`src/rgb565_to_bmp24_stream_macros.svh`:
```
// ---------------------------------------------------------------------------
// rgb565_to_bmp24_stream assertion macros
// Shorthand for the concurrent checks at the end of the top level.
// ---------------------------------------------------------------------------
`ifndef RGB565_TO_BMP24_STREAM_MACROS_SVH
`define RGB565_TO_BMP24_STREAM_MACROS_SVH

// same-cycle implication, off during reset
`define R2B_ASSERT_IMPL(lbl, pre, post) \
  lbl: assert property (@(posedge clk) disable iff (!rst_n) (pre) |-> (post)) \
    else $error("r2b check failed");

// next-cycle implication, off during reset
`define R2B_ASSERT_NEXT(lbl, pre, post) \
  lbl: assert property (@(posedge clk) disable iff (!rst_n) (pre) |=> (post)) \
    else $error("r2b check failed");

// condition that must hold in the cycle after reset is applied
`define R2B_ASSERT_RST(lbl, post) \
  lbl: assert property (@(posedge clk) !rst_n |=> (post)) \
    else $error("r2b reset check failed");

`endif

```
`src/r2b_pkg.sv`:
```
// ---------------------------------------------------------------------------
// r2b_pkg
// Shared types, constants and the BMP header byte table.
// ---------------------------------------------------------------------------
package r2b_pkg;

  localparam int MAX_SIDE   = 4096;
  localparam int SIDE_W     = 13;   // width of a size register
  localparam int CNT_W      = 12;   // column and row counters
  localparam int SEQ_W      = 6;    // byte position inside one pixel's run
  localparam int IMG_W      = 27;   // row bytes times height

  localparam logic [1:0]       REG_WIDTH  = 2'd0;
  localparam logic [1:0]       REG_HEIGHT = 2'd1;

  localparam logic [SEQ_W-1:0] HDR_TOTAL  = 6'd54;
  localparam logic [SEQ_W-1:0] SEQ_BLUE   = 6'd54;
  localparam logic [SEQ_W-1:0] SEQ_GREEN  = 6'd55;
  localparam logic [SEQ_W-1:0] SEQ_RED    = 6'd56;
  localparam logic [31:0]      INFO_SIZE  = 32'd40;
  localparam logic [7:0]       BIT_COUNT  = 8'd24;

  typedef struct packed {
    logic [SIDE_W-1:0] w;
    logic [SIDE_W-1:0] h;
  } r2b_size_t;

  typedef struct packed {
    logic [7:0] b;
    logic [7:0] g;
    logic [7:0] r;
    logic       hdr;   // header goes out ahead of this pixel
    logic [1:0] pad;   // row padding bytes after this pixel
    logic       eof;   // last pixel of the frame
  } r2b_cmd_t;

  typedef struct packed {
    logic full;
    logic empty;
  } r2b_qstat_t;

  function automatic logic [SIDE_W-1:0] clamp_side(input logic [SIDE_W-1:0] v);
    logic [SIDE_W-1:0] res;
    if (v == '0) res = SIDE_W'(1);
    else if (v > SIDE_W'(MAX_SIDE)) res = SIDE_W'(MAX_SIDE);
    else res = v;
    return res;
  endfunction

  function automatic logic [7:0] hdr_byte(input logic [SEQ_W-1:0] idx,
                                          input logic [SIDE_W-1:0] w,
                                          input logic [SIDE_W-1:0] h,
                                          input logic [IMG_W-1:0]  img);
    logic [31:0] file_sz;
    logic [31:0] img_sz;
    logic [31:0] w32;
    logic [31:0] h32;
    logic [7:0]  res;
    file_sz = 32'(img) + 32'(HDR_TOTAL);
    img_sz  = 32'(img);
    w32     = 32'(w);
    h32     = 32'(h);
    unique case (idx)
      6'd0:    res = 8'h42;           // 'B'
      6'd1:    res = 8'h4D;           // 'M'
      6'd2:    res = file_sz[7:0];
      6'd3:    res = file_sz[15:8];
      6'd4:    res = file_sz[23:16];
      6'd5:    res = file_sz[31:24];
      6'd10:   res = 8'(HDR_TOTAL);
      6'd14:   res = INFO_SIZE[7:0];
      6'd18:   res = w32[7:0];
      6'd19:   res = w32[15:8];
      6'd22:   res = h32[7:0];
      6'd23:   res = h32[15:8];
      6'd26:   res = 8'd1;            // planes
      6'd28:   res = BIT_COUNT;
      6'd34:   res = img_sz[7:0];
      6'd35:   res = img_sz[15:8];
      6'd36:   res = img_sz[23:16];
      6'd37:   res = img_sz[31:24];
      default: res = 8'd0;
    endcase
    return res;
  endfunction

endpackage

```
`src/rgb565_to_bmp24_stream.sv`:
```
// ---------------------------------------------------------------------------
// rgb565_to_bmp24_stream
// RGB565 pixel stream in, 24-bit BMP file byte stream out.
// ---------------------------------------------------------------------------
// Each pixel leaves as three bytes (B, G, R), one byte per cycle on the
// output register while out_tready is high; the output register holds its
// byte while out_tready is low. The 54-byte header goes out ahead of the
// first pixel of a frame, and (width mod 4) padding bytes follow the last
// pixel of a row. The byte sequencer in the back end walks these bytes; a
// two-entry command queue lets the input keep accepting pixels while it runs.
// out_tlast marks the last byte caused by each pixel, out_tuser the last byte
// of the file. Sizes of 0 count as 1 and sizes above 4096 as 4096.
module rgb565_to_bmp24_stream (
  input  logic        clk,
  input  logic        rst_n,
  input  logic        cfg_valid,
  output logic        cfg_ready,
  input  logic [1:0]  cfg_index,
  input  logic [12:0] cfg_data,
  input  logic        in_tvalid,
  output logic        in_tready,
  input  logic [15:0] in_tdata,    // pixel
  output logic        out_tvalid,
  input  logic        out_tready,
  output logic [7:0]  out_tdata,   // out_byte
  output logic        out_tlast,   // last_of_run
  output logic        out_tuser    // end_of_frame
);
  import r2b_pkg::*;

  logic [SIDE_W-1:0] width_r, width_nxt;
  logic [SIDE_W-1:0] height_r, height_nxt;
  r2b_size_t         size;
  r2b_cmd_t          wr_cmd, head;
  r2b_qstat_t        stat;
  logic              push, pop;

  assign cfg_ready = 1'b1;

  always_comb begin
    width_nxt  = width_r;
    height_nxt = height_r;
    if (cfg_valid && cfg_ready) begin
      unique case (cfg_index)
        REG_WIDTH:  width_nxt  = cfg_data;
        REG_HEIGHT: height_nxt = cfg_data;
        default: ;  // drop writes to unused indexes
      endcase
    end
  end

  always_ff @(posedge clk) begin
    if (!rst_n) begin
      width_r  <= SIDE_W'(320);
      height_r <= SIDE_W'(240);
    end else begin
      width_r  <= width_nxt;
      height_r <= height_nxt;
    end
  end

  assign size.w = clamp_side(width_r);
  assign size.h = clamp_side(height_r);

  r2b_front u_front (
    .clk       (clk),
    .rst_n     (rst_n),
    .size      (size),
    .in_tvalid (in_tvalid),
    .in_tready (in_tready),
    .in_tdata  (in_tdata),
    .q_full    (stat.full),
    .push      (push),
    .cmd       (wr_cmd)
  );

  r2b_queue u_queue (
    .clk    (clk),
    .rst_n  (rst_n),
    .push   (push),
    .wr_cmd (wr_cmd),
    .pop    (pop),
    .head   (head),
    .stat   (stat)
  );

  r2b_back u_back (
    .clk        (clk),
    .rst_n      (rst_n),
    .size       (size),
    .head       (head),
    .stat       (stat),
    .pop        (pop),
    .out_tvalid (out_tvalid),
    .out_tready (out_tready),
    .out_tdata  (out_tdata),
    .out_tlast  (out_tlast),
    .out_tuser  (out_tuser)
  );

`include "rgb565_to_bmp24_stream_macros.svh"

  `R2B_ASSERT_IMPL(a_eof_is_last, out_tvalid && out_tuser, out_tlast)
  `R2B_ASSERT_IMPL(a_queue_state, 1'b1, !(stat.full && stat.empty))
  `R2B_ASSERT_NEXT(a_pop_not_empty, stat.empty, !pop)
  `R2B_ASSERT_RST(a_reset_idle, !out_tvalid && in_tready)

endmodule

```
`src/r2b_front.sv`:
```
// ---------------------------------------------------------------------------
// r2b_front
// Accepts pixels, expands them to B, G, R and tracks row and frame position.
// ---------------------------------------------------------------------------
module r2b_front (
  input  logic               clk,
  input  logic               rst_n,
  input  r2b_pkg::r2b_size_t size,
  input  logic               in_tvalid,
  output logic               in_tready,
  input  logic [15:0]        in_tdata,
  input  logic               q_full,
  output logic               push,
  output r2b_pkg::r2b_cmd_t  cmd
);
  import r2b_pkg::*;

  logic [CNT_W-1:0] col_r, col_nxt;
  logic [CNT_W-1:0] row_r, row_nxt;
  logic             hdr_done_r, hdr_done_nxt;
  logic             row_end;
  logic             frame_end;
  logic [4:0]       r5, b5;
  logic [5:0]       g6;

  assign in_tready = !q_full;
  assign push      = in_tvalid && in_tready;

  assign r5 = in_tdata[15:11];
  assign g6 = in_tdata[10:5];
  assign b5 = in_tdata[4:0];

  assign row_end   = (SIDE_W'(col_r) + SIDE_W'(1)) >= size.w;
  assign frame_end = row_end && ((SIDE_W'(row_r) + SIDE_W'(1)) >= size.h);

  always_comb begin
    cmd.b   = {b5, b5[4:2]};
    cmd.g   = {g6, g6[5:4]};
    cmd.r   = {r5, r5[4:2]};
    cmd.hdr = !hdr_done_r;
    cmd.pad = row_end ? size.w[1:0] : 2'd0;   // padding of a 3w-byte row to a multiple of 4 equals w mod 4
    cmd.eof = frame_end;
  end

  always_comb begin
    col_nxt      = col_r;
    row_nxt      = row_r;
    hdr_done_nxt = hdr_done_r;
    if (push) begin
      hdr_done_nxt = !frame_end;
      if (row_end) begin
        col_nxt = '0;
        row_nxt = frame_end ? '0 : row_r + CNT_W'(1);
      end else begin
        col_nxt = col_r + CNT_W'(1);
      end
    end
  end

  always_ff @(posedge clk) begin
    if (!rst_n) begin
      col_r      <= '0;
      row_r      <= '0;
      hdr_done_r <= 1'b0;
    end else begin
      col_r      <= col_nxt;
      row_r      <= row_nxt;
      hdr_done_r <= hdr_done_nxt;
    end
  end

endmodule

```
`src/r2b_queue.sv`:
```
// ---------------------------------------------------------------------------
// r2b_queue
// Two-entry command queue between front and back.
// ---------------------------------------------------------------------------
module r2b_queue (
  input  logic               clk,
  input  logic               rst_n,
  input  logic               push,
  input  r2b_pkg::r2b_cmd_t  wr_cmd,
  input  logic               pop,
  output r2b_pkg::r2b_cmd_t  head,
  output r2b_pkg::r2b_qstat_t stat
);
  import r2b_pkg::*;

  r2b_cmd_t   mem_r [2];
  logic       wptr_r, wptr_nxt;
  logic       rptr_r, rptr_nxt;
  logic [1:0] cnt_r, cnt_nxt;

  assign head       = mem_r[rptr_r];
  assign stat.full  = cnt_r == 2'd2;
  assign stat.empty = cnt_r == 2'd0;

  always_comb begin
    wptr_nxt = push ? !wptr_r : wptr_r;
    rptr_nxt = pop  ? !rptr_r : rptr_r;
    cnt_nxt  = cnt_r + 2'(push) - 2'(pop);
  end

  always_ff @(posedge clk) begin
    if (push) mem_r[wptr_r] <= wr_cmd;
  end

  always_ff @(posedge clk) begin
    if (!rst_n) begin
      wptr_r <= 1'b0;
      rptr_r <= 1'b0;
      cnt_r  <= '0;
    end else begin
      wptr_r <= wptr_nxt;
      rptr_r <= rptr_nxt;
      cnt_r  <= cnt_nxt;
    end
  end

endmodule

```
`src/r2b_back.sv`:
```
// ---------------------------------------------------------------------------
// r2b_back
// Walks each queued command byte by byte: header, pixel bytes, row padding.
// ---------------------------------------------------------------------------
module r2b_back (
  input  logic                clk,
  input  logic                rst_n,
  input  r2b_pkg::r2b_size_t  size,
  input  r2b_pkg::r2b_cmd_t   head,
  input  r2b_pkg::r2b_qstat_t stat,
  output logic                pop,
  output logic                out_tvalid,
  input  logic                out_tready,
  output logic [7:0]          out_tdata,   // out_byte
  output logic                out_tlast,   // last_of_run
  output logic                out_tuser    // end_of_frame
);
  import r2b_pkg::*;

  logic [IMG_W-1:0] img_r;
  logic [13:0]      row_bytes;
  logic [14:0]      raw3;
  logic [SEQ_W-1:0] seq_r, seq_nxt, cur_seq, last_seq;
  logic             busy_r, busy_nxt;
  logic             load, last;
  logic [7:0]       byte_val;
  logic             vld_r, vld_nxt;
  logic [7:0]       data_r, data_nxt;
  logic             tlast_r, tlast_nxt;
  logic             tuser_r, tuser_nxt;

  // image size from the current sizes; settles long before the header needs it
  assign raw3      = 15'(size.w) * 15'd3 + 15'd3;
  assign row_bytes = {raw3[13:2], 2'b00};

  always_ff @(posedge clk) begin
    img_r <= IMG_W'(row_bytes) * IMG_W'(size.h);
  end

  assign cur_seq  = busy_r ? seq_r : (head.hdr ? '0 : SEQ_BLUE);
  assign last_seq = SEQ_RED + SEQ_W'(head.pad);
  assign last     = cur_seq == last_seq;
  assign load     = !stat.empty && (!vld_r || out_tready);
  assign pop      = load && last;

  always_comb begin
    if (cur_seq < HDR_TOTAL)       byte_val = hdr_byte(cur_seq, size.w, size.h, img_r);
    else if (cur_seq == SEQ_BLUE)  byte_val = head.b;
    else if (cur_seq == SEQ_GREEN) byte_val = head.g;
    else if (cur_seq == SEQ_RED)   byte_val = head.r;
    else                           byte_val = 8'd0;
  end

  always_comb begin
    seq_nxt   = seq_r;
    busy_nxt  = busy_r;
    vld_nxt   = vld_r && !out_tready;
    data_nxt  = data_r;
    tlast_nxt = tlast_r;
    tuser_nxt = tuser_r;
    if (load) begin
      vld_nxt   = 1'b1;
      data_nxt  = byte_val;
      tlast_nxt = last;
      tuser_nxt = last && head.eof;
      busy_nxt  = !last;
      seq_nxt   = cur_seq + SEQ_W'(1);
    end
  end

  always_ff @(posedge clk) begin
    if (!rst_n) begin
      busy_r <= 1'b0;
      vld_r  <= 1'b0;
    end else begin
      busy_r <= busy_nxt;
      vld_r  <= vld_nxt;
    end
  end

  always_ff @(posedge clk) begin
    seq_r   <= seq_nxt;
    data_r  <= data_nxt;
    tlast_r <= tlast_nxt;
    tuser_r <= tuser_nxt;
  end

  assign out_tvalid = vld_r;
  assign out_tdata  = data_r;
  assign out_tlast  = tlast_r;
  assign out_tuser  = tuser_r;

endmodule
```
`config.mk`:
```
export PLATFORM = sky130hd
export DESIGN_NAME = rgb565_to_bmp24_stream
export DESIGN_NICKNAME = d
export VERILOG_FILES = /design/src/r2b_pkg.sv /design/src/rgb565_to_bmp24_stream.sv /design/src/r2b_front.sv /design/src/r2b_queue.sv /design/src/r2b_back.sv
export VERILOG_INCLUDE_DIRS = /design/src /design/src/src
export SDC_FILE = /design/constraint.sdc
export NUM_CORES = 1
export LEC_CHECK = 0
export ABC_AREA = 1
export BUFFER_PORTS_ARGS = -buffer_cell sky130_fd_sc_hd__buf_2
export CORE_MARGIN = 2
export CORE_UTILIZATION = 55
export CTS_CLUSTER_SIZE = 14
export DETAILED_ROUTE_END_ITERATION = 8
export PLACE_DENSITY = 0.74
export SETUP_SLACK_MARGIN = 0.15
export SLEW_MARGIN = 5
export SYNTH_ARGS = -nofsm -noshare
export SYNTH_HDL_FRONTEND = slang
export SYNTH_SLANG_ARGS = --single-unit
```
`constraint.sdc`:
```
create_clock -name clk -period 8.1 [get_ports clk]
set_input_delay 1.62 -clock clk [delete_from_list [all_inputs] [get_ports clk]]
set_output_delay 1.62 -clock clk [all_outputs]
set_load 0.01 [all_outputs]
```
==> results.md <==
* Clock power frac at 0.193
* Sequential fraction of the synthesis area at 0.250
* Core Region at 0.0241 sq mm
* Fin crit period at 7.58 ns
* Detail-routed net length per standard cell at 17.3 um
* Final setup fails at 0
* Routed Antenna Nets at 0
* Routability cong. at 0.978
* First-pass GRT wire length at 58.3 mm
* Drt pass-1 iters at 6
* Endpoints failing hold at 0
* Vias in the first global route at 11331
* Max Clock Freq at 0.132 GHz
* DR iter-0 viols at 1038
* Pleak at 7.14 nW
* Peak fanout along the critical path at 13
* PwrDens at 280 mW/mm^2
* I/O pin count at 49
* Arr. time, crit path at 7.89 ns
* Dominant register cell in the synthesized netlist: dfxtp_1
* Fillers at 2226
* Starting Density at 0.554
* H-tree lvl count at 4
* Mapped Avg Cell Area at 7.62 sq um
* Largest net degree at the start of global routing at 33
* Sw Share at 0.479
* RSZ-0062 raised after global routing: no
* #FFs+latches synth at 139
* Worst R2R Start: width_r[10]$_SDFFE_PN0P_
* Internal Power at 2.12 mW
* Die width at 160 um
* Hold Crit Depth at 2
* Post-synthesis cell count at 1755
* CP Launch Type: register
* Most frequent CP cell: nand2_1
* Max-Slew Margin vs Limit at 0.291
* Commonest cells after routing, fill and taps aside: nand2_1, inv_1, nor2_1, ha_1, fa_1
* Antenna diodes at 0
* R2R Setup Slk at 0.52 ns
* Gr ovfl total at 0
* Routed wire length at 36.9 mm
* Seq pwr share at 0.233
* Pins Over Slew Limit at 0
* WHS Endpoint: u_front.col_r[11]$_SDFFE_PN0P_
* Status: complete, no violations
* Peak supply drop at 0.000316 V
* Setup Skew at 0.0113 ns
* Post-detail-place hpwl at 29.0 mm
* Placed insts at 2097
* EDFF count, synth at 56
* YS warnings at 0
* Setup crit end kind: register
* Clock slew at reported path FFs at 0.07 ns
* Placement Rows at 57
* Final hold slack at 0.467 ns
* Final period utilization at 0.935
* Slew @ Worst Pin at 1.06 ns
* Area delta synth->final at 8.58%
* Comb power frac at 0.574
* Initial antenna violation count at 0
* Final core utilization at 0.602
* Die height at 160 um
* Post-route setup TNS at 0 ns
* Net switching power at 1.95 mW
* Mapped Nets at 2017
* Total Die Area at 0.0256 sq mm
* Cts bufs inserted at 17
* GRT Total Usage at 0.290
* Worst path slowest cell: nand3b_1
* Vias/cell at 5.57
* Final Power at 4.06 mW
* Netlist Area Pre-Place at 0.0134 sq mm
* DRC at 0
* Final non-filler cell total at 2129
* WP data required at 8.41 ns
* Max cap viols at 0
* Worst-Skew Late Latency at 0.43 ns
* Worst Min Path Start: u_front.col_r[11]$_SDFFE_PN0P_
* Largest stage delay, worst path at 0.55 ns
* Fraction of layout cells with a size suffix above 1 at 0.0765
* Fin nets at 2054
* Unique masters post-synth at 58
* Worst R2R End: u_back.img_r[24]$_DFF_P_
* R2r worst-path depth at 32
* Worst hold path class: register to register
* Commonest non-fill, non-tap cell in the layout: nand2_1
* Port bufs at 47
* Root Driver: clkbuf_16
* Ys async rst share at 0
* Kind of critical path: register to register
* CTS Sinks at 139
* Clock tree buffer depth at 2
* Via count at 11856
* CTS tree: yes
[layout make-up]
class                   count  area (sq um)  area share
clock buffers              17           425      0.0293
multi-input cells        1279          8750       0.603
inverters                 303          1140      0.0784
clock inverters            15           174      0.0120
flip-flops and latches    139          3340       0.230
well taps                 324           405      0.0279
repair buffers             52           273      0.0188
[repair_timing]
item / 4_1_cts / 5_1_grt
endpoints found under the setup margin: 0 / 3
buffers inserted: 0 / 0
hold buffers: 0 / 0
gates resized for setup: 0 / 9
[layer usage]
metal | vias up | GRT usage | part of all wire
li1 | 5705 | - | -
met1 | 5594 | 0.393 | 0.44
met2 | 474 | 0.456 | 0.45
met3 | 83 | 0.0686 | 0.080
met4 | 0 | 0.103 | 0.033
met5 | - | 0 | 0
[power groups by stage]
stage	registers [mW]	logic (mW)	clock network (mW)
3_5_place_dp	0.960	2.29	0
6_report	0.947	2.33	0.786
3_3_place_gp	0.961	2.24	0
2_1_floorplan	0.924	1.75	0
4_1_cts	0.945	2.31	0.791
5_1_grt	0.956	2.64	0.821
[registers in the layout (all words and copies together), names as in the netlist, 2 cells and up, named ones only]
| register | cells |
|---|---|
| height_r | 13 |
| u_back.img_r | 25 |
| u_back.out_tdata | 8 |
| u_back.seq_r | 6 |
| u_front.col_r | 12 |
| u_front.row_r | 12 |
| u_queue.cnt_r | 2 |
| u_queue.mem_r | 40 |
| width_r | 13 |
[cells by family (layout without fill, tap and decap cells)]
| kind of cell | Yosys count | count (layout) | synth area share |
|---|---|---|---|
| and+or+nand+nor | 802 | 802 | 0.257 |
| AOI/OAI and AO/OA | 197 | 197 | 0.0847 |
| other | 1 | 1 | 0.000281 |
| DFF | 139 | 139 | 0.250 |
| buffers and inverters | 337 | 387 | 0.0974 |
| adders and majority gates | 226 | 226 | 0.273 |
| xor gates and xnor gates | 53 | 53 | 0.0370 |
[worst max-delay path: cells and delay by family, from the launching register on]
family / cells / cell delay, ns
buffers and inverters: 5 / 0.40
adder cells (fa/ha/maj): 8 / 3.50
XOR/XNOR: 1 / 0.14
flip-flops: 1 / 0.30
AO/OA/AOI/OAI: 6 / 1.18
AND/OR/NAND/NOR: 12 / 1.91
[synth_stat cells, types with 22 or more instances]
cell	count	share of area
o21ai_0	61	0.023
inv_1	296	0.083
xor2_1	34	0.022
fa_1	110	0.16
ha_1	116	0.11
nand2_1	402	0.11
nand4_1	40	0.019
edfxtp_1	56	0.13
nand3_1	108	0.040
nor3_1	22	0.0082
a21oi_1	87	0.033
dfxtp_1	83	0.12
nor2_1	182	0.051
[stage by stage]
step / worst slack, ns / cell area [sq um]
CTS: 0.423 / 14500
global placement: 0.660 / 13900
finish: 0.524 / 14500
floorplan: 1.15 / 13400
global route: 0.138 / 14500
detailed placement: 0.470 / 13900
[worst max-delay path by stage]
stage	cells past startpoint	from	end	slack (ns)
after detailed placement	32	width_r[4]$_SDFFE_PN0P_	u_back.img_r[24]$_DFF_P_	0.47
after global placement	33	width_r[4]$_SDFFE_PN0P_	u_back.img_r[24]$_DFF_P_	0.66
after global routing	32	width_r[4]$_SDFFE_PN0P_	u_back.img_r[24]$_DFF_P_	0.14
final	32	width_r[10]$_SDFFE_PN0P_	u_back.img_r[24]$_DFF_P_	0.52
after CTS	32	width_r[4]$_SDFFE_PN0P_	u_back.img_r[24]$_DFF_P_	0.42
after floorplan	33	width_r[4]$_SDFFE_PN0P_	u_back.img_r[24]$_DFF_P_	1.15
Note: power is estimated with default switching activity, not from simulation.
